[config.mk]
export PLATFORM = sky130hd
export DESIGN_NAME = motor_speed_ramp_bridge_driver_top
export DESIGN_NICKNAME = d
export VERILOG_FILES = /design/src/design/msrbd_pkg.sv /design/src/design/msrbd_ctrl.sv /design/src/design/msrbd_dp.sv /design/src/design/motor_speed_ramp_bridge_driver_top.sv
export SDC_FILE = /design/constraint.sdc
export NUM_CORES = 2
export LEC_CHECK = 0
export BUFFER_PORTS_ARGS = -buffer_cell sky130_fd_sc_hd__buf_2
export CAP_MARGIN = 30
export CORE_ASPECT_RATIO = 1.25
export CORE_MARGIN = 2
export CORE_UTILIZATION = 50
export DETAILED_ROUTE_END_ITERATION = 10
export HOLD_SLACK_MARGIN = 0.03
export PLACE_DENSITY = 0.63
export SETUP_SLACK_MARGIN = 0.1
export SLEW_MARGIN = 20
export SYNTH_ARGS = -nofsm -noshare
export SYNTH_HDL_FRONTEND = slang
export SYNTH_SLANG_ARGS = --single-unit
export TNS_END_PERCENT = 20
[constraint.sdc]
create_clock -name clk_i -period 12.08 [get_ports clk_i]
set_input_delay 1.208 -clock clk_i [delete_from_list [all_inputs] [get_ports clk_i]]
set_output_delay 1.208 -clock clk_i [all_outputs]
set_load 0.02 [all_outputs]
[src/design/msrbd_pkg.sv]
package msrbd_pkg;

  // Sizing
  localparam int unsigned DUTY_BITS       = 10;
  localparam int unsigned MAX_SPEED       = 100;
  localparam int unsigned SERVO_DUTY_BITS = 16;

  localparam int unsigned SPEED_W  = 7;
  localparam int unsigned REQ_W    = 3;
  localparam int unsigned DIR_W    = 2;
  localparam int unsigned SREQ_W   = 8;
  localparam int unsigned AREQ_W   = 9;
  localparam int unsigned ANGLE_W  = 8;
  localparam int unsigned PULSE_BITS = 15;

  localparam int unsigned PCT_FULL        = 100;
  localparam int unsigned SERVO_FRAME_US  = 20000;
  localparam int unsigned SERVO_CENTRE    = 90;
  localparam int unsigned SERVO_ANGLE_MAX = 180;

  localparam int unsigned BRIDGE_FULL = (1 << DUTY_BITS) - 1;
  localparam int unsigned SERVO_FULL  = (1 << SERVO_DUTY_BITS) - 1;

  // Request codes
  localparam logic [REQ_W-1:0] REQ_TICK  = 3'd0;
  localparam logic [REQ_W-1:0] REQ_SPEED = 3'd1;
  localparam logic [REQ_W-1:0] REQ_DIR   = 3'd2;
  localparam logic [REQ_W-1:0] REQ_SERVO = 3'd3;
  localparam logic [REQ_W-1:0] REQ_ESTOP = 3'd4;

  // Direction codes
  localparam logic [DIR_W-1:0] DIR_FWD   = 2'd0;
  localparam logic [DIR_W-1:0] DIR_REV   = 2'd1;
  localparam logic [DIR_W-1:0] DIR_BRAKE = 2'd2;
  localparam logic [DIR_W-1:0] DIR_COAST = 2'd3;

  // Config register indexes
  localparam int unsigned CFG_IDX_W  = 2;
  localparam int unsigned CFG_DATA_W = 15;
  localparam logic [CFG_IDX_W-1:0] CFG_RAMP_STEP = 2'd0;
  localparam logic [CFG_IDX_W-1:0] CFG_SERVO_MIN = 2'd1;
  localparam logic [CFG_IDX_W-1:0] CFG_SERVO_MAX = 2'd2;

  localparam logic [SPEED_W-1:0]    RAMP_STEP_RESET = 7'd5;
  localparam logic [PULSE_BITS-1:0] SERVO_MIN_RESET = 15'd500;
  localparam logic [PULSE_BITS-1:0] SERVO_MAX_RESET = 15'd2500;

  localparam longint unsigned SERVO_RESET_PULSE = 500 + (SERVO_CENTRE * (2500 - 500)) /
                                                  SERVO_ANGLE_MAX;
  localparam longint unsigned SERVO_DUTY_RESET  = (SERVO_RESET_PULSE * SERVO_FULL) /
                                                  SERVO_FRAME_US;

  // Bridge duty: speed * BRIDGE_FULL / 100 by reciprocal
  localparam int unsigned BX_W = SPEED_W + DUTY_BITS;
  localparam longint unsigned BRIDGE_RECIP = (64'd1 << BX_W) / PCT_FULL;
  localparam int unsigned BRIDGE_RECIP_W = $clog2(BRIDGE_RECIP + 1);

  // Servo angle scaling: angle * (max - min) / 180 by reciprocal
  localparam int unsigned SRV_DIFF_W = PULSE_BITS + 1;
  localparam int unsigned SRV_PROD_W = SRV_DIFF_W + ANGLE_W;
  localparam int unsigned SRV_MAG_W  = SRV_PROD_W - 1;
  localparam longint unsigned ANGLE_RECIP = (64'd1 << SRV_MAG_W) / SERVO_ANGLE_MAX;
  localparam int unsigned ANGLE_RECIP_W = $clog2(ANGLE_RECIP + 1);
  localparam int unsigned PULSE_S_W = PULSE_BITS + 3;

  // Servo duty: pulse * SERVO_FULL / 20000 by reciprocal
  localparam int unsigned SX_W = PULSE_BITS + SERVO_DUTY_BITS;
  localparam longint unsigned SERVO_RECIP = (64'd1 << SX_W) / SERVO_FRAME_US;
  localparam int unsigned SERVO_RECIP_W = $clog2(SERVO_RECIP + 1);

  // Cycles from decode to valid arithmetic registers
  localparam int unsigned SETTLE_CYCLES = 5;
  localparam int unsigned SETTLE_W = $clog2(SETTLE_CYCLES);

  // Stream packing
  localparam int unsigned IN_FIELD_W = SREQ_W + DIR_W + AREQ_W;
  localparam int unsigned IN_DATA_W  = ((IN_FIELD_W + 7) / 8) * 8;
  localparam int unsigned OUT_FIELD_W = 2 * DUTY_BITS + 1 + 2 * SPEED_W + DIR_W + 2 +
                                        SERVO_DUTY_BITS;
  localparam int unsigned OUT_DATA_W  = ((OUT_FIELD_W + 7) / 8) * 8;

  typedef struct packed {
    logic [REQ_W-1:0]  req_type;
    logic [SREQ_W-1:0] speed_request;
    logic [DIR_W-1:0]  drive_direction;
    logic [AREQ_W-1:0] servo_angle_request;
  } item_t;

  typedef struct packed {
    logic [DUTY_BITS-1:0]       leg_one_duty;
    logic [DUTY_BITS-1:0]       leg_two_duty;
    logic                       bridge_enable;
    logic [SPEED_W-1:0]         present_speed;
    logic [SPEED_W-1:0]         goal_speed;
    logic [DIR_W-1:0]           active_direction;
    logic                       motor_running_flag;
    logic                       reversal_waiting;
    logic [SERVO_DUTY_BITS-1:0] servo_duty;
  } result_t;

  typedef struct packed {
    logic capture;
    logic decode;
    logic commit;
    logic load_out;
  } ctrl_cmd_t;

  typedef struct packed {
    logic need_calc;
  } ctrl_sts_t;

endpackage

[src/design/msrbd_ctrl.sv]
module msrbd_ctrl (
  input  logic                  clk_i,
  input  logic                  rst_ni,
  input  logic                  in_valid_i,
  output logic                  in_ready_o,
  output logic                  out_valid_o,
  input  logic                  out_ready_i,
  input  msrbd_pkg::ctrl_sts_t  sts_i,
  output msrbd_pkg::ctrl_cmd_t  cmd_o
);
  import msrbd_pkg::*;

  localparam logic [2:0] S_IDLE   = 3'd0;
  localparam logic [2:0] S_DECODE = 3'd1;
  localparam logic [2:0] S_SETTLE = 3'd2;
  localparam logic [2:0] S_COMMIT = 3'd3;
  localparam logic [2:0] S_OUT    = 3'd4;

  logic [2:0]          state_q, state_d;
  logic [SETTLE_W-1:0] cnt_q, cnt_d;
  logic                out_valid_q, out_valid_d;

  always_comb begin
    state_d     = state_q;
    cnt_d       = cnt_q;
    out_valid_d = out_valid_q;
    cmd_o       = '0;
    in_ready_o  = 1'b0;
    if (out_valid_q && out_ready_i) begin
      out_valid_d = 1'b0;
    end
    case (state_q)
      S_IDLE: begin
        in_ready_o = 1'b1;
        if (in_valid_i) begin
          cmd_o.capture = 1'b1;
          state_d       = S_DECODE;
        end
      end
      S_DECODE: begin
        cmd_o.decode = 1'b1;
        cnt_d        = '0;
        state_d      = sts_i.need_calc ? S_SETTLE : S_OUT;
      end
      S_SETTLE: begin
        cnt_d = cnt_q + SETTLE_W'(1);
        if (cnt_q == SETTLE_W'(SETTLE_CYCLES - 1)) begin
          state_d = S_COMMIT;
        end
      end
      S_COMMIT: begin
        cmd_o.commit = 1'b1;
        state_d      = S_OUT;
      end
      S_OUT: begin
        // output slot free or being emptied this cycle
        if (!out_valid_q || out_ready_i) begin
          cmd_o.load_out = 1'b1;
          out_valid_d    = 1'b1;
          state_d        = S_IDLE;
        end
      end
      default: begin
        state_d = S_IDLE;
      end
    endcase
  end

  always_ff @(posedge clk_i or negedge rst_ni) begin
    if (!rst_ni) begin
      state_q     <= S_IDLE;
      cnt_q       <= '0;
      out_valid_q <= 1'b0;
    end else begin
      state_q     <= state_d;
      cnt_q       <= cnt_d;
      out_valid_q <= out_valid_d;
    end
  end

  assign out_valid_o = out_valid_q;

endmodule

[src/design/msrbd_dp.sv]
module msrbd_dp (
  input  logic                                   clk_i,
  input  logic                                   rst_ni,
  input  msrbd_pkg::ctrl_cmd_t                   cmd_i,
  output msrbd_pkg::ctrl_sts_t                   sts_o,
  input  msrbd_pkg::item_t                       item_i,
  output msrbd_pkg::result_t                     result_o,
  input  logic                                   cfg_we_i,
  input  logic [msrbd_pkg::CFG_IDX_W-1:0]        cfg_index_i,
  input  logic [msrbd_pkg::CFG_DATA_W-1:0]       cfg_data_i
);
  import msrbd_pkg::*;

  // config
  logic [SPEED_W-1:0]    ramp_q;
  logic [PULSE_BITS-1:0] smin_q, smax_q;

  // controller state of the drive
  logic [SPEED_W-1:0] goal_q, goal_d, pres_q, pres_d, saved_q, saved_d;
  logic [DIR_W-1:0]   dir_q, dir_d, pend_q, pend_d;
  logic               rev_q, rev_d, run_q, run_d;

  // latched outputs
  logic [DUTY_BITS-1:0]       leg1_q, leg2_q;
  logic                       en_q;
  logic [SERVO_DUTY_BITS-1:0] servo_q;

  item_t   item_q;
  result_t out_q;

  // decoded work for the arithmetic
  logic               lat_en_q, lat_en_d, srv_en_q, srv_en_d;
  logic [SPEED_W-1:0] lat_spd_q, lat_spd_d;
  logic [DIR_W-1:0]   lat_dir_q, lat_dir_d;
  logic [ANGLE_W-1:0] srv_ang_q, srv_ang_d, ang_clamped;

  logic [SPEED_W-1:0] step, np, spd;
  logic [SPEED_W:0]   sum8, gstep8;
  logic               swap;

  always_comb begin
    if (item_q.servo_angle_request[AREQ_W-1]) begin
      ang_clamped = '0;
    end else if (item_q.servo_angle_request[ANGLE_W-1:0] > ANGLE_W'(SERVO_ANGLE_MAX)) begin
      ang_clamped = ANGLE_W'(SERVO_ANGLE_MAX);
    end else begin
      ang_clamped = item_q.servo_angle_request[ANGLE_W-1:0];
    end

    if (item_q.speed_request[SREQ_W-1]) begin
      spd = '0;
    end else if (item_q.speed_request[SPEED_W-1:0] > SPEED_W'(MAX_SPEED)) begin
      spd = SPEED_W'(MAX_SPEED);
    end else begin
      spd = item_q.speed_request[SPEED_W-1:0];
    end

    step   = (ramp_q == '0) ? SPEED_W'(1) : ramp_q;
    sum8   = {1'b0, pres_q} + {1'b0, step};
    gstep8 = {1'b0, goal_q} + {1'b0, step};
    swap   = ((dir_q == DIR_FWD) && (item_q.drive_direction == DIR_REV)) ||
             ((dir_q == DIR_REV) && (item_q.drive_direction == DIR_FWD));
    np     = pres_q;

    goal_d    = goal_q;
    pres_d    = pres_q;
    saved_d   = saved_q;
    dir_d     = dir_q;
    pend_d    = pend_q;
    rev_d     = rev_q;
    run_d     = run_q;
    lat_en_d  = 1'b0;
    lat_spd_d = pres_q;
    lat_dir_d = dir_q;
    srv_en_d  = 1'b0;
    srv_ang_d = ang_clamped;

    case (item_q.req_type)
      REQ_TICK: begin
        if (pres_q < goal_q) begin
          np       = (sum8 > {1'b0, goal_q}) ? goal_q : sum8[SPEED_W-1:0];
          lat_en_d = 1'b1;
        end else if (pres_q > goal_q) begin
          np       = ({1'b0, pres_q} > gstep8) ? pres_q - step : goal_q;
          lat_en_d = 1'b1;
        end
        pres_d    = np;
        lat_spd_d = np;
        // reversal completes once stopped in the old direction
        if (rev_q && (np == '0)) begin
          dir_d  = pend_q;
          goal_d = saved_q;
          rev_d  = 1'b0;
        end
      end
      REQ_SPEED: begin
        if (rev_q) begin
          saved_d = spd;
        end else begin
          goal_d = spd;
        end
        run_d = (spd != '0);
      end
      REQ_DIR: begin
        if (rev_q) begin
          if ((item_q.drive_direction == DIR_FWD) || (item_q.drive_direction == DIR_REV)) begin
            if (item_q.drive_direction == dir_q) begin
              goal_d = saved_q;
              rev_d  = 1'b0;
            end else begin
              pend_d = item_q.drive_direction;
            end
          end else begin
            goal_d    = saved_q;
            rev_d     = 1'b0;
            dir_d     = item_q.drive_direction;
            lat_en_d  = 1'b1;
            lat_dir_d = item_q.drive_direction;
          end
        end else if (swap && (pres_q != '0)) begin
          rev_d   = 1'b1;
          pend_d  = item_q.drive_direction;
          saved_d = goal_q;
          goal_d  = '0;
        end else begin
          dir_d = item_q.drive_direction;
          if ((item_q.drive_direction == DIR_BRAKE) ||
              (item_q.drive_direction == DIR_COAST)) begin
            lat_en_d  = 1'b1;
            lat_dir_d = item_q.drive_direction;
          end
        end
      end
      REQ_SERVO: begin
        srv_en_d = 1'b1;
      end
      REQ_ESTOP: begin
        goal_d    = '0;
        pres_d    = '0;
        dir_d     = DIR_BRAKE;
        run_d     = 1'b0;
        rev_d     = 1'b0;
        lat_en_d  = 1'b1;
        lat_spd_d = '0;
        lat_dir_d = DIR_BRAKE;
        srv_en_d  = 1'b1;
        srv_ang_d = ANGLE_W'(SERVO_CENTRE);
      end
      default: begin
      end
    endcase
  end

  assign sts_o.need_calc = lat_en_d | srv_en_d;

  // ---- bridge duty pipeline ----
  logic [BX_W-1:0]                bx_q, bq_q, brem, bduty;
  logic [BX_W+BRIDGE_RECIP_W-1:0] bprod;
  logic [DUTY_BITS-1:0]           duty;

  assign bprod = (BX_W+BRIDGE_RECIP_W)'(bx_q) * (BX_W+BRIDGE_RECIP_W)'(BRIDGE_RECIP);
  assign brem  = bx_q - bq_q * BX_W'(PCT_FULL);
  assign bduty = (brem >= BX_W'(PCT_FULL)) ? bq_q + BX_W'(1) : bq_q;
  assign duty  = (bduty > BX_W'(BRIDGE_FULL)) ? DUTY_BITS'(BRIDGE_FULL)
                                              : bduty[DUTY_BITS-1:0];

  // ---- servo pipeline ----
  logic signed [SRV_DIFF_W-1:0]     sdiff;
  logic signed [SRV_PROD_W-1:0]     sprod_q, sprod_d;
  logic [SRV_PROD_W-1:0]            sabs;
  logic [SRV_MAG_W-1:0]             amag_q, aq0_q, arem, aq;
  logic [SRV_MAG_W+ANGLE_RECIP_W-1:0] amul;
  logic                             asign_q;
  logic signed [PULSE_S_W-1:0]      aq_s, spulse;
  logic [PULSE_BITS-1:0]            pulse_q;
  logic                             psat_q;
  logic [SX_W-1:0]                  sx_q, sq0_q, srem, sduty;
  logic [SX_W+SERVO_RECIP_W-1:0]    smul;
  logic [SERVO_DUTY_BITS-1:0]       servo_duty;

  assign sdiff   = $signed({1'b0, smax_q}) - $signed({1'b0, smin_q});
  assign sprod_d = $signed({1'b0, srv_ang_q}) * sdiff;
  assign sabs    = sprod_q[SRV_PROD_W-1] ? (~sprod_q + SRV_PROD_W'(1)) : sprod_q;
  assign amul    = (SRV_MAG_W+ANGLE_RECIP_W)'(sabs[SRV_MAG_W-1:0]) *
                   (SRV_MAG_W+ANGLE_RECIP_W)'(ANGLE_RECIP);
  assign arem    = amag_q - aq0_q * SRV_MAG_W'(SERVO_ANGLE_MAX);
  assign aq      = (arem >= SRV_MAG_W'(SERVO_ANGLE_MAX)) ? aq0_q + SRV_MAG_W'(1) : aq0_q;
  assign aq_s    = $signed(PULSE_S_W'(aq));
  assign spulse  = $signed(PULSE_S_W'(smin_q)) + (asign_q ? -aq_s : aq_s);
  assign smul    = (SX_W+SERVO_RECIP_W)'(sx_q) * (SX_W+SERVO_RECIP_W)'(SERVO_RECIP);
  assign srem    = sx_q - sq0_q * SX_W'(SERVO_FRAME_US);
  assign sduty   = (srem >= SX_W'(SERVO_FRAME_US)) ? sq0_q + SX_W'(1) : sq0_q;
  assign servo_duty = psat_q ? SERVO_DUTY_BITS'(SERVO_FULL) : sduty[SERVO_DUTY_BITS-1:0];

  // free-running arithmetic registers; inputs hold steady through an item
  always_ff @(posedge clk_i) begin
    bx_q    <= BX_W'(lat_spd_q) * BX_W'(BRIDGE_FULL);
    bq_q    <= BX_W'(bprod >> BX_W);
    sprod_q <= sprod_d;
    asign_q <= sprod_q[SRV_PROD_W-1];
    amag_q  <= sabs[SRV_MAG_W-1:0];
    aq0_q   <= SRV_MAG_W'(amul >> SRV_MAG_W);
    pulse_q <= spulse[PULSE_S_W-1] ? '0 : spulse[PULSE_BITS-1:0];
    psat_q  <= !spulse[PULSE_S_W-1] &&
               (spulse > $signed(PULSE_S_W'(SERVO_FRAME_US)));
    sx_q    <= SX_W'(pulse_q) * SX_W'(SERVO_FULL);
    sq0_q   <= SX_W'(smul >> SX_W);
  end

  // payload registers
  always_ff @(posedge clk_i) begin
    if (cmd_i.capture) begin
      item_q <= item_i;
    end
    if (cmd_i.decode) begin
      lat_spd_q <= lat_spd_d;
      lat_dir_q <= lat_dir_d;
      srv_ang_q <= srv_ang_d;
    end
    if (cmd_i.load_out) begin
      out_q.leg_one_duty       <= leg1_q;
      out_q.leg_two_duty       <= leg2_q;
      out_q.bridge_enable      <= en_q;
      out_q.present_speed      <= pres_q;
      out_q.goal_speed         <= goal_q;
      out_q.active_direction   <= dir_q;
      out_q.motor_running_flag <= run_q;
      out_q.reversal_waiting   <= rev_q;
      out_q.servo_duty         <= servo_q;
    end
  end

  always_ff @(posedge clk_i or negedge rst_ni) begin
    if (!rst_ni) begin
      ramp_q   <= RAMP_STEP_RESET;
      smin_q   <= SERVO_MIN_RESET;
      smax_q   <= SERVO_MAX_RESET;
      goal_q   <= '0;
      pres_q   <= '0;
      saved_q  <= '0;
      dir_q    <= DIR_COAST;
      pend_q   <= DIR_FWD;
      rev_q    <= 1'b0;
      run_q    <= 1'b0;
      lat_en_q <= 1'b0;
      srv_en_q <= 1'b0;
      leg1_q   <= '0;
      leg2_q   <= '0;
      en_q     <= 1'b0;
      servo_q  <= SERVO_DUTY_BITS'(SERVO_DUTY_RESET);
    end else begin
      if (cfg_we_i) begin
        case (cfg_index_i)
          CFG_RAMP_STEP: ramp_q <= cfg_data_i[SPEED_W-1:0];
          CFG_SERVO_MIN: smin_q <= cfg_data_i;
          CFG_SERVO_MAX: smax_q <= cfg_data_i;
          default: begin
          end
        endcase
      end
      if (cmd_i.decode) begin
        goal_q   <= goal_d;
        pres_q   <= pres_d;
        saved_q  <= saved_d;
        dir_q    <= dir_d;
        pend_q   <= pend_d;
        rev_q    <= rev_d;
        run_q    <= run_d;
        lat_en_q <= lat_en_d;
        srv_en_q <= srv_en_d;
      end
      if (cmd_i.commit) begin
        if (lat_en_q) begin
          case (lat_dir_q)
            DIR_FWD: begin
              leg1_q <= duty;
              leg2_q <= '0;
              en_q   <= 1'b1;
            end
            DIR_REV: begin
              leg1_q <= '0;
              leg2_q <= duty;
              en_q   <= 1'b1;
            end
            DIR_BRAKE: begin
              leg1_q <= DUTY_BITS'(BRIDGE_FULL);
              leg2_q <= DUTY_BITS'(BRIDGE_FULL);
              en_q   <= 1'b1;
            end
            default: begin
              leg1_q <= '0;
              leg2_q <= '0;
              en_q   <= 1'b0;
            end
          endcase
        end
        if (srv_en_q) begin
          servo_q <= servo_duty;
        end
      end
    end
  end

  assign result_o = out_q;

endmodule

[src/design/motor_speed_ramp_bridge_driver_top.sv]
// Channel  Dir  Handshake                      Payload
// s_axis   in   s_axis_tvalid/s_axis_tready    tuser: req_type; tdata: speed, direction, angle
// m_axis   out  m_axis_tvalid/m_axis_tready    tdata: bridge, speed, status, servo fields
// cfg      in   cfg_valid_i/cfg_ready_o        cfg_index_i, cfg_data_i
//
// Steps: an item that latches nothing (speed set, direction set without a bridge change,
// ramp tick at goal, unused code) goes from accept to accept through decode, output load, idle.
// One that latches the bridge or the servo adds a settle state for the registered
// reciprocal-multiply chains of the bridge and servo maps, then a commit state.
// Reset (async, active low) clears the drive state to coast, config to its defaults.
// A stalled m_axis holds the result in its register; the next item is still taken and
// waits only at its output step.
module motor_speed_ramp_bridge_driver_top (
  input  logic                                  clk_i,
  input  logic                                  rst_ni,
  // slave stream
  input  logic                                  s_axis_tvalid,
  output logic                                  s_axis_tready,
  // [7:0] speed_request, [9:8] drive_direction, [18:10] servo_angle_request
  input  logic [msrbd_pkg::IN_DATA_W-1:0]       s_axis_tdata,
  // [2:0] req_type
  input  logic [msrbd_pkg::REQ_W-1:0]           s_axis_tuser,
  // master stream
  output logic                                  m_axis_tvalid,
  input  logic                                  m_axis_tready,
  // [9:0] leg_one_duty, [19:10] leg_two_duty, [20] bridge_enable,
  // [27:21] present_speed, [34:28] goal_speed, [36:35] active_direction,
  // [37] motor_running_flag, [38] reversal_waiting, [54:39] servo_duty
  output logic [msrbd_pkg::OUT_DATA_W-1:0]      m_axis_tdata,
  // config write
  input  logic                                  cfg_valid_i,
  output logic                                  cfg_ready_o,
  input  logic [msrbd_pkg::CFG_IDX_W-1:0]       cfg_index_i,
  input  logic [msrbd_pkg::CFG_DATA_W-1:0]      cfg_data_i
);
  import msrbd_pkg::*;

  ctrl_cmd_t cmd;
  ctrl_sts_t sts;
  item_t     item;
  result_t   res;

  // unpack the incoming item
  assign item.req_type            = s_axis_tuser;
  assign item.speed_request       = s_axis_tdata[SREQ_W-1:0];
  assign item.drive_direction     = s_axis_tdata[SREQ_W+DIR_W-1:SREQ_W];
  assign item.servo_angle_request = s_axis_tdata[IN_FIELD_W-1:SREQ_W+DIR_W];

  // config registers take a write any cycle
  assign cfg_ready_o = 1'b1;

  msrbd_ctrl u_ctrl (
    .clk_i       (clk_i),
    .rst_ni      (rst_ni),
    .in_valid_i  (s_axis_tvalid),
    .in_ready_o  (s_axis_tready),
    .out_valid_o (m_axis_tvalid),
    .out_ready_i (m_axis_tready),
    .sts_i       (sts),
    .cmd_o       (cmd)
  );

  msrbd_dp u_dp (
    .clk_i       (clk_i),
    .rst_ni      (rst_ni),
    .cmd_i       (cmd),
    .sts_o       (sts),
    .item_i      (item),
    .result_o    (res),
    .cfg_we_i    (cfg_valid_i),
    .cfg_index_i (cfg_index_i),
    .cfg_data_i  (cfg_data_i)
  );

  // pack result, first field lowest, zero fill to whole bytes
  assign m_axis_tdata = OUT_DATA_W'({res.servo_duty,
                                     res.reversal_waiting,
                                     res.motor_running_flag,
                                     res.active_direction,
                                     res.goal_speed,
                                     res.present_speed,
                                     res.bridge_enable,
                                     res.leg_two_duty,
                                     res.leg_one_duty});

endmodule

**Word-level counts from Yosys, hierarchy flattened**

Index checks and enable logic that the tools add are counted.

- Bits of input ports: 49
- Register bits after elaboration: 360

- Add/sub/neg operators: 14
- Multiplexer cells: 76
- $lt $le $gt $ge: 11
- Equality and inequality tests: 31
- Multipliers: 9
- Reductions and logical operators: 44
- Bitwise gates (word level): 2

Operators by type and width:

| cell | count |
|---|---|
| 7-bit two-way mux | 18 |
| 31-bit by 16-bit multiplier with 47-bit output, second input constant | 1 |
| 10-bit one-hot mux with 2 select lines | 2 |
| 23-bit by 16-bit multiplier with 39-bit output, second input constant | 1 |
| 18-bit two-way mux | 2 |
| 16-bit two-way mux | 2 |
| 31-bit by 15-bit >= comparator with 1-bit output, second input constant | 1 |
| 15-bit by 16-bit multiplier with 31-bit output, second input constant | 1 |
| 31-bit subtractor | 1 |
| 7-bit one-hot mux with 2 select lines | 2 |
| 7-bit one-hot mux with 4 select lines | 1 |
| 17-bit by 10-bit multiplier with 27-bit output, second input constant | 1 |
| 17-bit by 10-bit multiplier with 26-bit output, second input constant | 1 |
| 9-bit by 16-bit multiplier with 24-bit output | 1 |
| 23-bit by 2-bit adder with 23-bit output, second input constant | 1 |
| 23-bit by 8-bit >= comparator with 1-bit output, second input constant | 1 |
| 1-bit two-way mux | 23 |
| 23-bit two-way mux | 1 |
| 23-bit inverter | 1 |
| 23-bit subtractor | 1 |
| 2-bit two-way mux | 11 |
| 16-bit by 6-bit multiplier with 21-bit output, second input constant | 1 |
| 16-bit by 18-bit adder with 18-bit output | 1 |
| 18-bit by 16-bit greater-than comparator with 1-bit output, second input constant | 1 |
| other kinds (58) | 110 |

**Logic depth before layout (Yosys ltp)**

- Depth after elaboration: 12
- Gate-level depth with buffers: 53
- Mapped depth without buffers: 52

**By module**

From an unflattened synthesis, not the netlist that was laid out.

- Cells, all modules: 5116
- Area total of the unflattened synthesis: 50412.1 µm²

Modules (own cells, without submodules):

| module | cells an instance | area each (µm²) | instances |
|---|---|---|---|
| msrbd_dp | 5066 | 49979.2 | 1 |
| msrbd_ctrl | 46 | 410.4 | 1 |
| motor_speed_ramp_bridge_driver_top | 4 | 22.5 | 1 |

**Least setup slack after synthesis**

No wires, ideal clock.

- Kind: reg-to-reg
- From: register u_dp.aq0_q[3]
- To: register u_dp.pulse_q[12]
- Slack: 2.546 ns
- Clock period less this slack: 9.534 ns
- Arrival: 9.415 ns
- Path buffers: 3
- Cell stages (with the launch flop): 53
- Cells stage by stage: dfxtp_1 -> ha_1 -> xor2_1 -> ha_1 -> inv_1 -> fa_1 -> inv_1 -> ha_1 -> a21oi_1 -> o21bai_1 -> a21oi_1 -> o21bai_1 -> a21oi_1 -> o21bai_1 -> a21oi_1 -> o21bai_1 -> a21oi_1 -> o21bai_1 -> [17 not listed] -> mux2i_1 -> ha_1 -> a21o_1 -> a21oi_1 -> o21bai_1 -> a21oi_1 -> o21bai_1 -> a21oi_1 -> o211ai_1 -> o31a_1 -> nand4_1 -> nand3_1 -> or2_2 -> o21ai_0 -> a31oi_1 -> a211oi_4 -> buf_6 -> nor2_1

- Cells in the longest elaborated chain, start to end: 7
- Elaborated cells between the ends (all ways): 8
- Those cells by class: 4 x add/sub; 1 x mul; 1 x order compare; 2 x mux

Ends and longest elaborated chain:

| item | line | source |
|---|---|---|
| start, declared | msrbd_dp.sv:171 | `logic [SRV_MAG_W-1:0] amag_q, aq0_q, arem, aq;` |
| start signal, assigned | msrbd_dp.sv:202 | `aq0_q <= SRV_MAG_W'(amul >> SRV_MAG_W);` |
| 16-bit by 6-bit multiplier with 21-bit output | msrbd_dp.sv:186 | `assign arem = amag_q - aq0_q * SRV_MAG_W'(SERVO_ANGLE_MAX);` |
| 23-bit subtractor | msrbd_dp.sv:186 |  |
| 23-bit by 8-bit >= comparator with 1-bit output | msrbd_dp.sv:187 | `assign aq = (arem >= SRV_MAG_W'(SERVO_ANGLE_MAX)) ? aq0_q + SRV_MAG_W'(1) : aq0_q;` |
| 18-bit two-way mux (*) | msrbd_dp.sv:187 |  |
| 18-bit negator | msrbd_dp.sv:189 | `assign spulse = $signed(PULSE_S_W'(smin_q)) + (asign_q ? -aq_s : aq_s);` |
| 18-bit two-way mux (*) | msrbd_dp.sv:189 |  |
| 16-bit by 18-bit adder with 18-bit output (*) | msrbd_dp.sv:189 |  |
| end signal, assigned | msrbd_dp.sv:203 | `pulse_q <= spulse[PULSE_S_W-1] ? '0 : spulse[PULSE_BITS-1:0];` |
| end, declared | msrbd_dp.sv:175 | `logic [PULSE_BITS-1:0] pulse_q;` |

Mark *: on every way between the ends. The rest lies on a longest branch, timed or not.
A chain may end at the register's enable or synchronous reset.

**Worst setup path after layout**

- From: register u_dp.aq0_q[2]
- To: register u_dp.pulse_q[9]

Same word-level chain as after synthesis.

==> impl_metrics.yaml <==
clock_tree:
  root_buffer: "clkbuf_16"
  path_clk_slew_ps: 60
  cts_buffer_depth: 3
  ctsHoldBuffers: 0
  cts_tree: "yes"
  clkSinkCount: 358
  cts_max_level: 2
  numCtsBuffers: 44
  clock_latency_ps: 610
synth:
  ys_async_sr_fraction_pct: 30.7
  synth_compound_area_share_pct: 9.49
  synth-seq-cells: 358
  synth_edf_count: 94
  seq_area_frac_synth_pct: 17.4
  yosysMostFrequentCell: "inv_1"
  syn-num-nets: 6646
  synth_xor_area_share_pct: 4.95
  yosys_warnings: 0
  avgSynthCellArea_um2: 9.91
  synth_area_leaders: "fa_1, ha_1, inv_1"
  synth_top_cell_by_area: "fa_1"
  synthSimpleGateAreaFrac_pct: 8.65
  synth_commonest_cells: "inv_1, ha_1, fa_1"
  synth_cells: 5046
  synth_ff_type: "dfxtp_1"
  yosys.area.top_type_share_pct: 26.5
  synth-adder-area-share_pct: 48.7
  synth.distinct_cells: 94
  synth_area_um2: 50000
  synth_top_family_by_area: "adder cells"
  muxShareOfSynthArea_pct: 1.86
floorplanning:
  fp.dieArea_um2: 103000
  die_x_um: 287
  fp-row-count: 129
  die_h_um: 358
  initial_utilization_pct: 50.4
  ios: 108
  core-area_um2: 99100
detailed_routing:
  drt-wirelength-per-cell_um: 17.2
  drt_iter0_drc: 1548
  ant_nets: 0
  route.detailed.drc: 0
  dr.pass1.iters: 5
  vias: 34285
  wl_mm: 112
  vias_per_cell: 5.27
setup_path:
  r2r-start: "u_dp.aq0_q[2]"
  rr_worst_depth: 48
  required_ps: 12530
  crit_slowest_cell: "dfxtp_1"
  crit_path_start: "u_dp.aq0_q[2]"
  crit_path_start_kind: "flip-flop"
  critPathMostFrequentCell: "a21oi_1"
  arrival_ps: 11400
  slowest_delay_ps: 600
  end_kind: "flip-flop"
  worstPathMaxFanout: 16
  path_class: "flip-flop to flip-flop"
timing:
  clock_skew_ps: 36.5
  finalCriticalPeriod_ps: 10950
  setup-violations-final: 0
  tns_ps: 0
  rsz0062_at_grt: "no"
  fin_crit_sh_pct: 90.6
  final_max_slew_viol_count: 0
  slew_headroom_pct: 35.6
  worst_pin_slew_ps: 959
  finalHoldViolCount: 0
  fmaxAchievable_ghz: 0.0914
cells_and_area:
  drive_gt1_share_pct: 6.14
  fillers: 8995
  ff_latch_area_um2: 8690
  layout.nets: 6757
  area_growth_pct: 7.65
  multiInputGateArea_um2: 36900
worst_hold_path:
  worstHoldPathCells: 0
  hold_path.class: "flip-flop to flip-flop"
  hp-start: "u_dp.pulse_q[0]"
grt:
  antenna_found_initial: 2
  grt_overflow_total: 0
  first_global_vias: 36423
  grt_pass1_wl_mm: 185
  grtUsageTotal_pct: 22.7
  grt_max_degree: 66
outcome:
  status: "finished, final reports clean"
placed_design:
  hpwlAfterDp_mm: 95.1
  gp_congestion: 0.926
  portBuffers: 100
flow_run:
  maxCapViolations: 0
sequential cells by signal, indices dropped and copies added (netlist names), 8 cells and up:
signal and cells:
u_dp.amag_q 21, u_dp.aq0_q 16, u_dp.bq_q 11, u_dp.bx_q 17
u_dp.item_q 22, u_dp.leg1_q 10, u_dp.leg2_q 10, u_dp.pulse_q 15
u_dp.result_o 55, u_dp.servo_q 16, u_dp.smax_q 15, u_dp.smin_q 15
u_dp.sprod_q 24, u_dp.sq0_q 17, u_dp.srv_ang_q 8, u_dp.sx_q 31
critical path: cells and delay by family (launching register included):
family / cells / cell delay (ps)
AO/OA/AOI/OAI: 27 / 5220
adder cells (fa/ha/maj): 7 / 2280
AND/OR/NAND/NOR: 8 / 1580
flip-flops: 1 / 600
XOR/XNOR: 3 / 570
multiplexers: 1 / 290
buffers and inverters: 2 / 250
worst paths after layout:
kind	endpoint	slack (ps)
worst min-delay path	u_dp.sx_q[0]	410
worst max-delay path	u_dp.pulse_q[9]	1130
min in group asynchronous	u_dp.saved_q[4]	490
max in group asynchronous	u_dp.servo_q[2]	10330
worst min register to register	u_dp.sx_q[0]	410
worst max register to register	u_dp.pulse_q[9]	1130
kinds of logic (layout without fill, tap and decap cells):
family,Yosys count,after routing
fa+ha+maj,1551,1551
buf+inv,1176,1323
simple gates,865,865
compound gates,726,726
flops,358,358
xor+xnor,281,281
mux,87,87
other cells,2,3
layout by cell type, fill, tap and decap left out, types with 36 or more instances in the layout:
cell,n
buf_2,100
a21o_1,78
clkbuf_16,44
nor2_1,202
dfrtp_1,88
nand3_1,65
o21ai_0,155
and2_1,78
mux2i_1,38
nor2b_1,50
fa_1,661
nor3_1,70
inv_1,1111
edfxtp_1,94
o21a_1,36
o21bai_1,45
dfxtp_1,154
mux2_2,49
xor2_1,82
a21oi_1,198
ha_1,890
nand2_1,210
xnor2_1,198
layer usage:
| layer | wire [um] | up-vias | track usage (%) |
|---|---|---|---|
| met2 | 60100 | 501 | 43.7 |
| li1 | - | 16700 | - |
| met5 | 13 | - | 0 |
| met3 | 3140 | 196 | 2.29 |
| met4 | 4030 | 2 | 7.74 |
| met1 | 44200 | 16886 | 26.0 |
layout make-up:
type                    instances  share of cell area, %
repair buffers                130                   1.44
multi-input cells            3512                   68.5
inverters                    1111                   7.75
clock buffers                  48                   2.09
clock inverters                34                   1.01
flip-flops and latches        358                   16.1
well taps                    1310                   3.05
diodes                          1                0.00465
metrics by stage:
stage / utilization, % / area [um2] / worst slack, ps / cells / hold WS [ps]
CTS: 54.2 / 53700 / 903 / 6498 / 416
floorplan: - / 50000 / 2550 / 5046 / 355
detailed placement: 52.5 / 52100 / 992 / 6416 / 383
finish: 54.3 / 53800 / 1130 / 6504 / 410
global placement: 52.5 / 52000 / 1080 / 6414 / 386
global route: 54.3 / 53800 / 214 / 6504 / 418
timing repair:
action,4_1_cts,5_1_grt
gates resized for setup,0,0
setup endpoints to repair,0,16
setup buffers,0,1
Power is not shown: default switching activity piles up to over one toggle a cycle in this logic, so the estimate is an artifact.
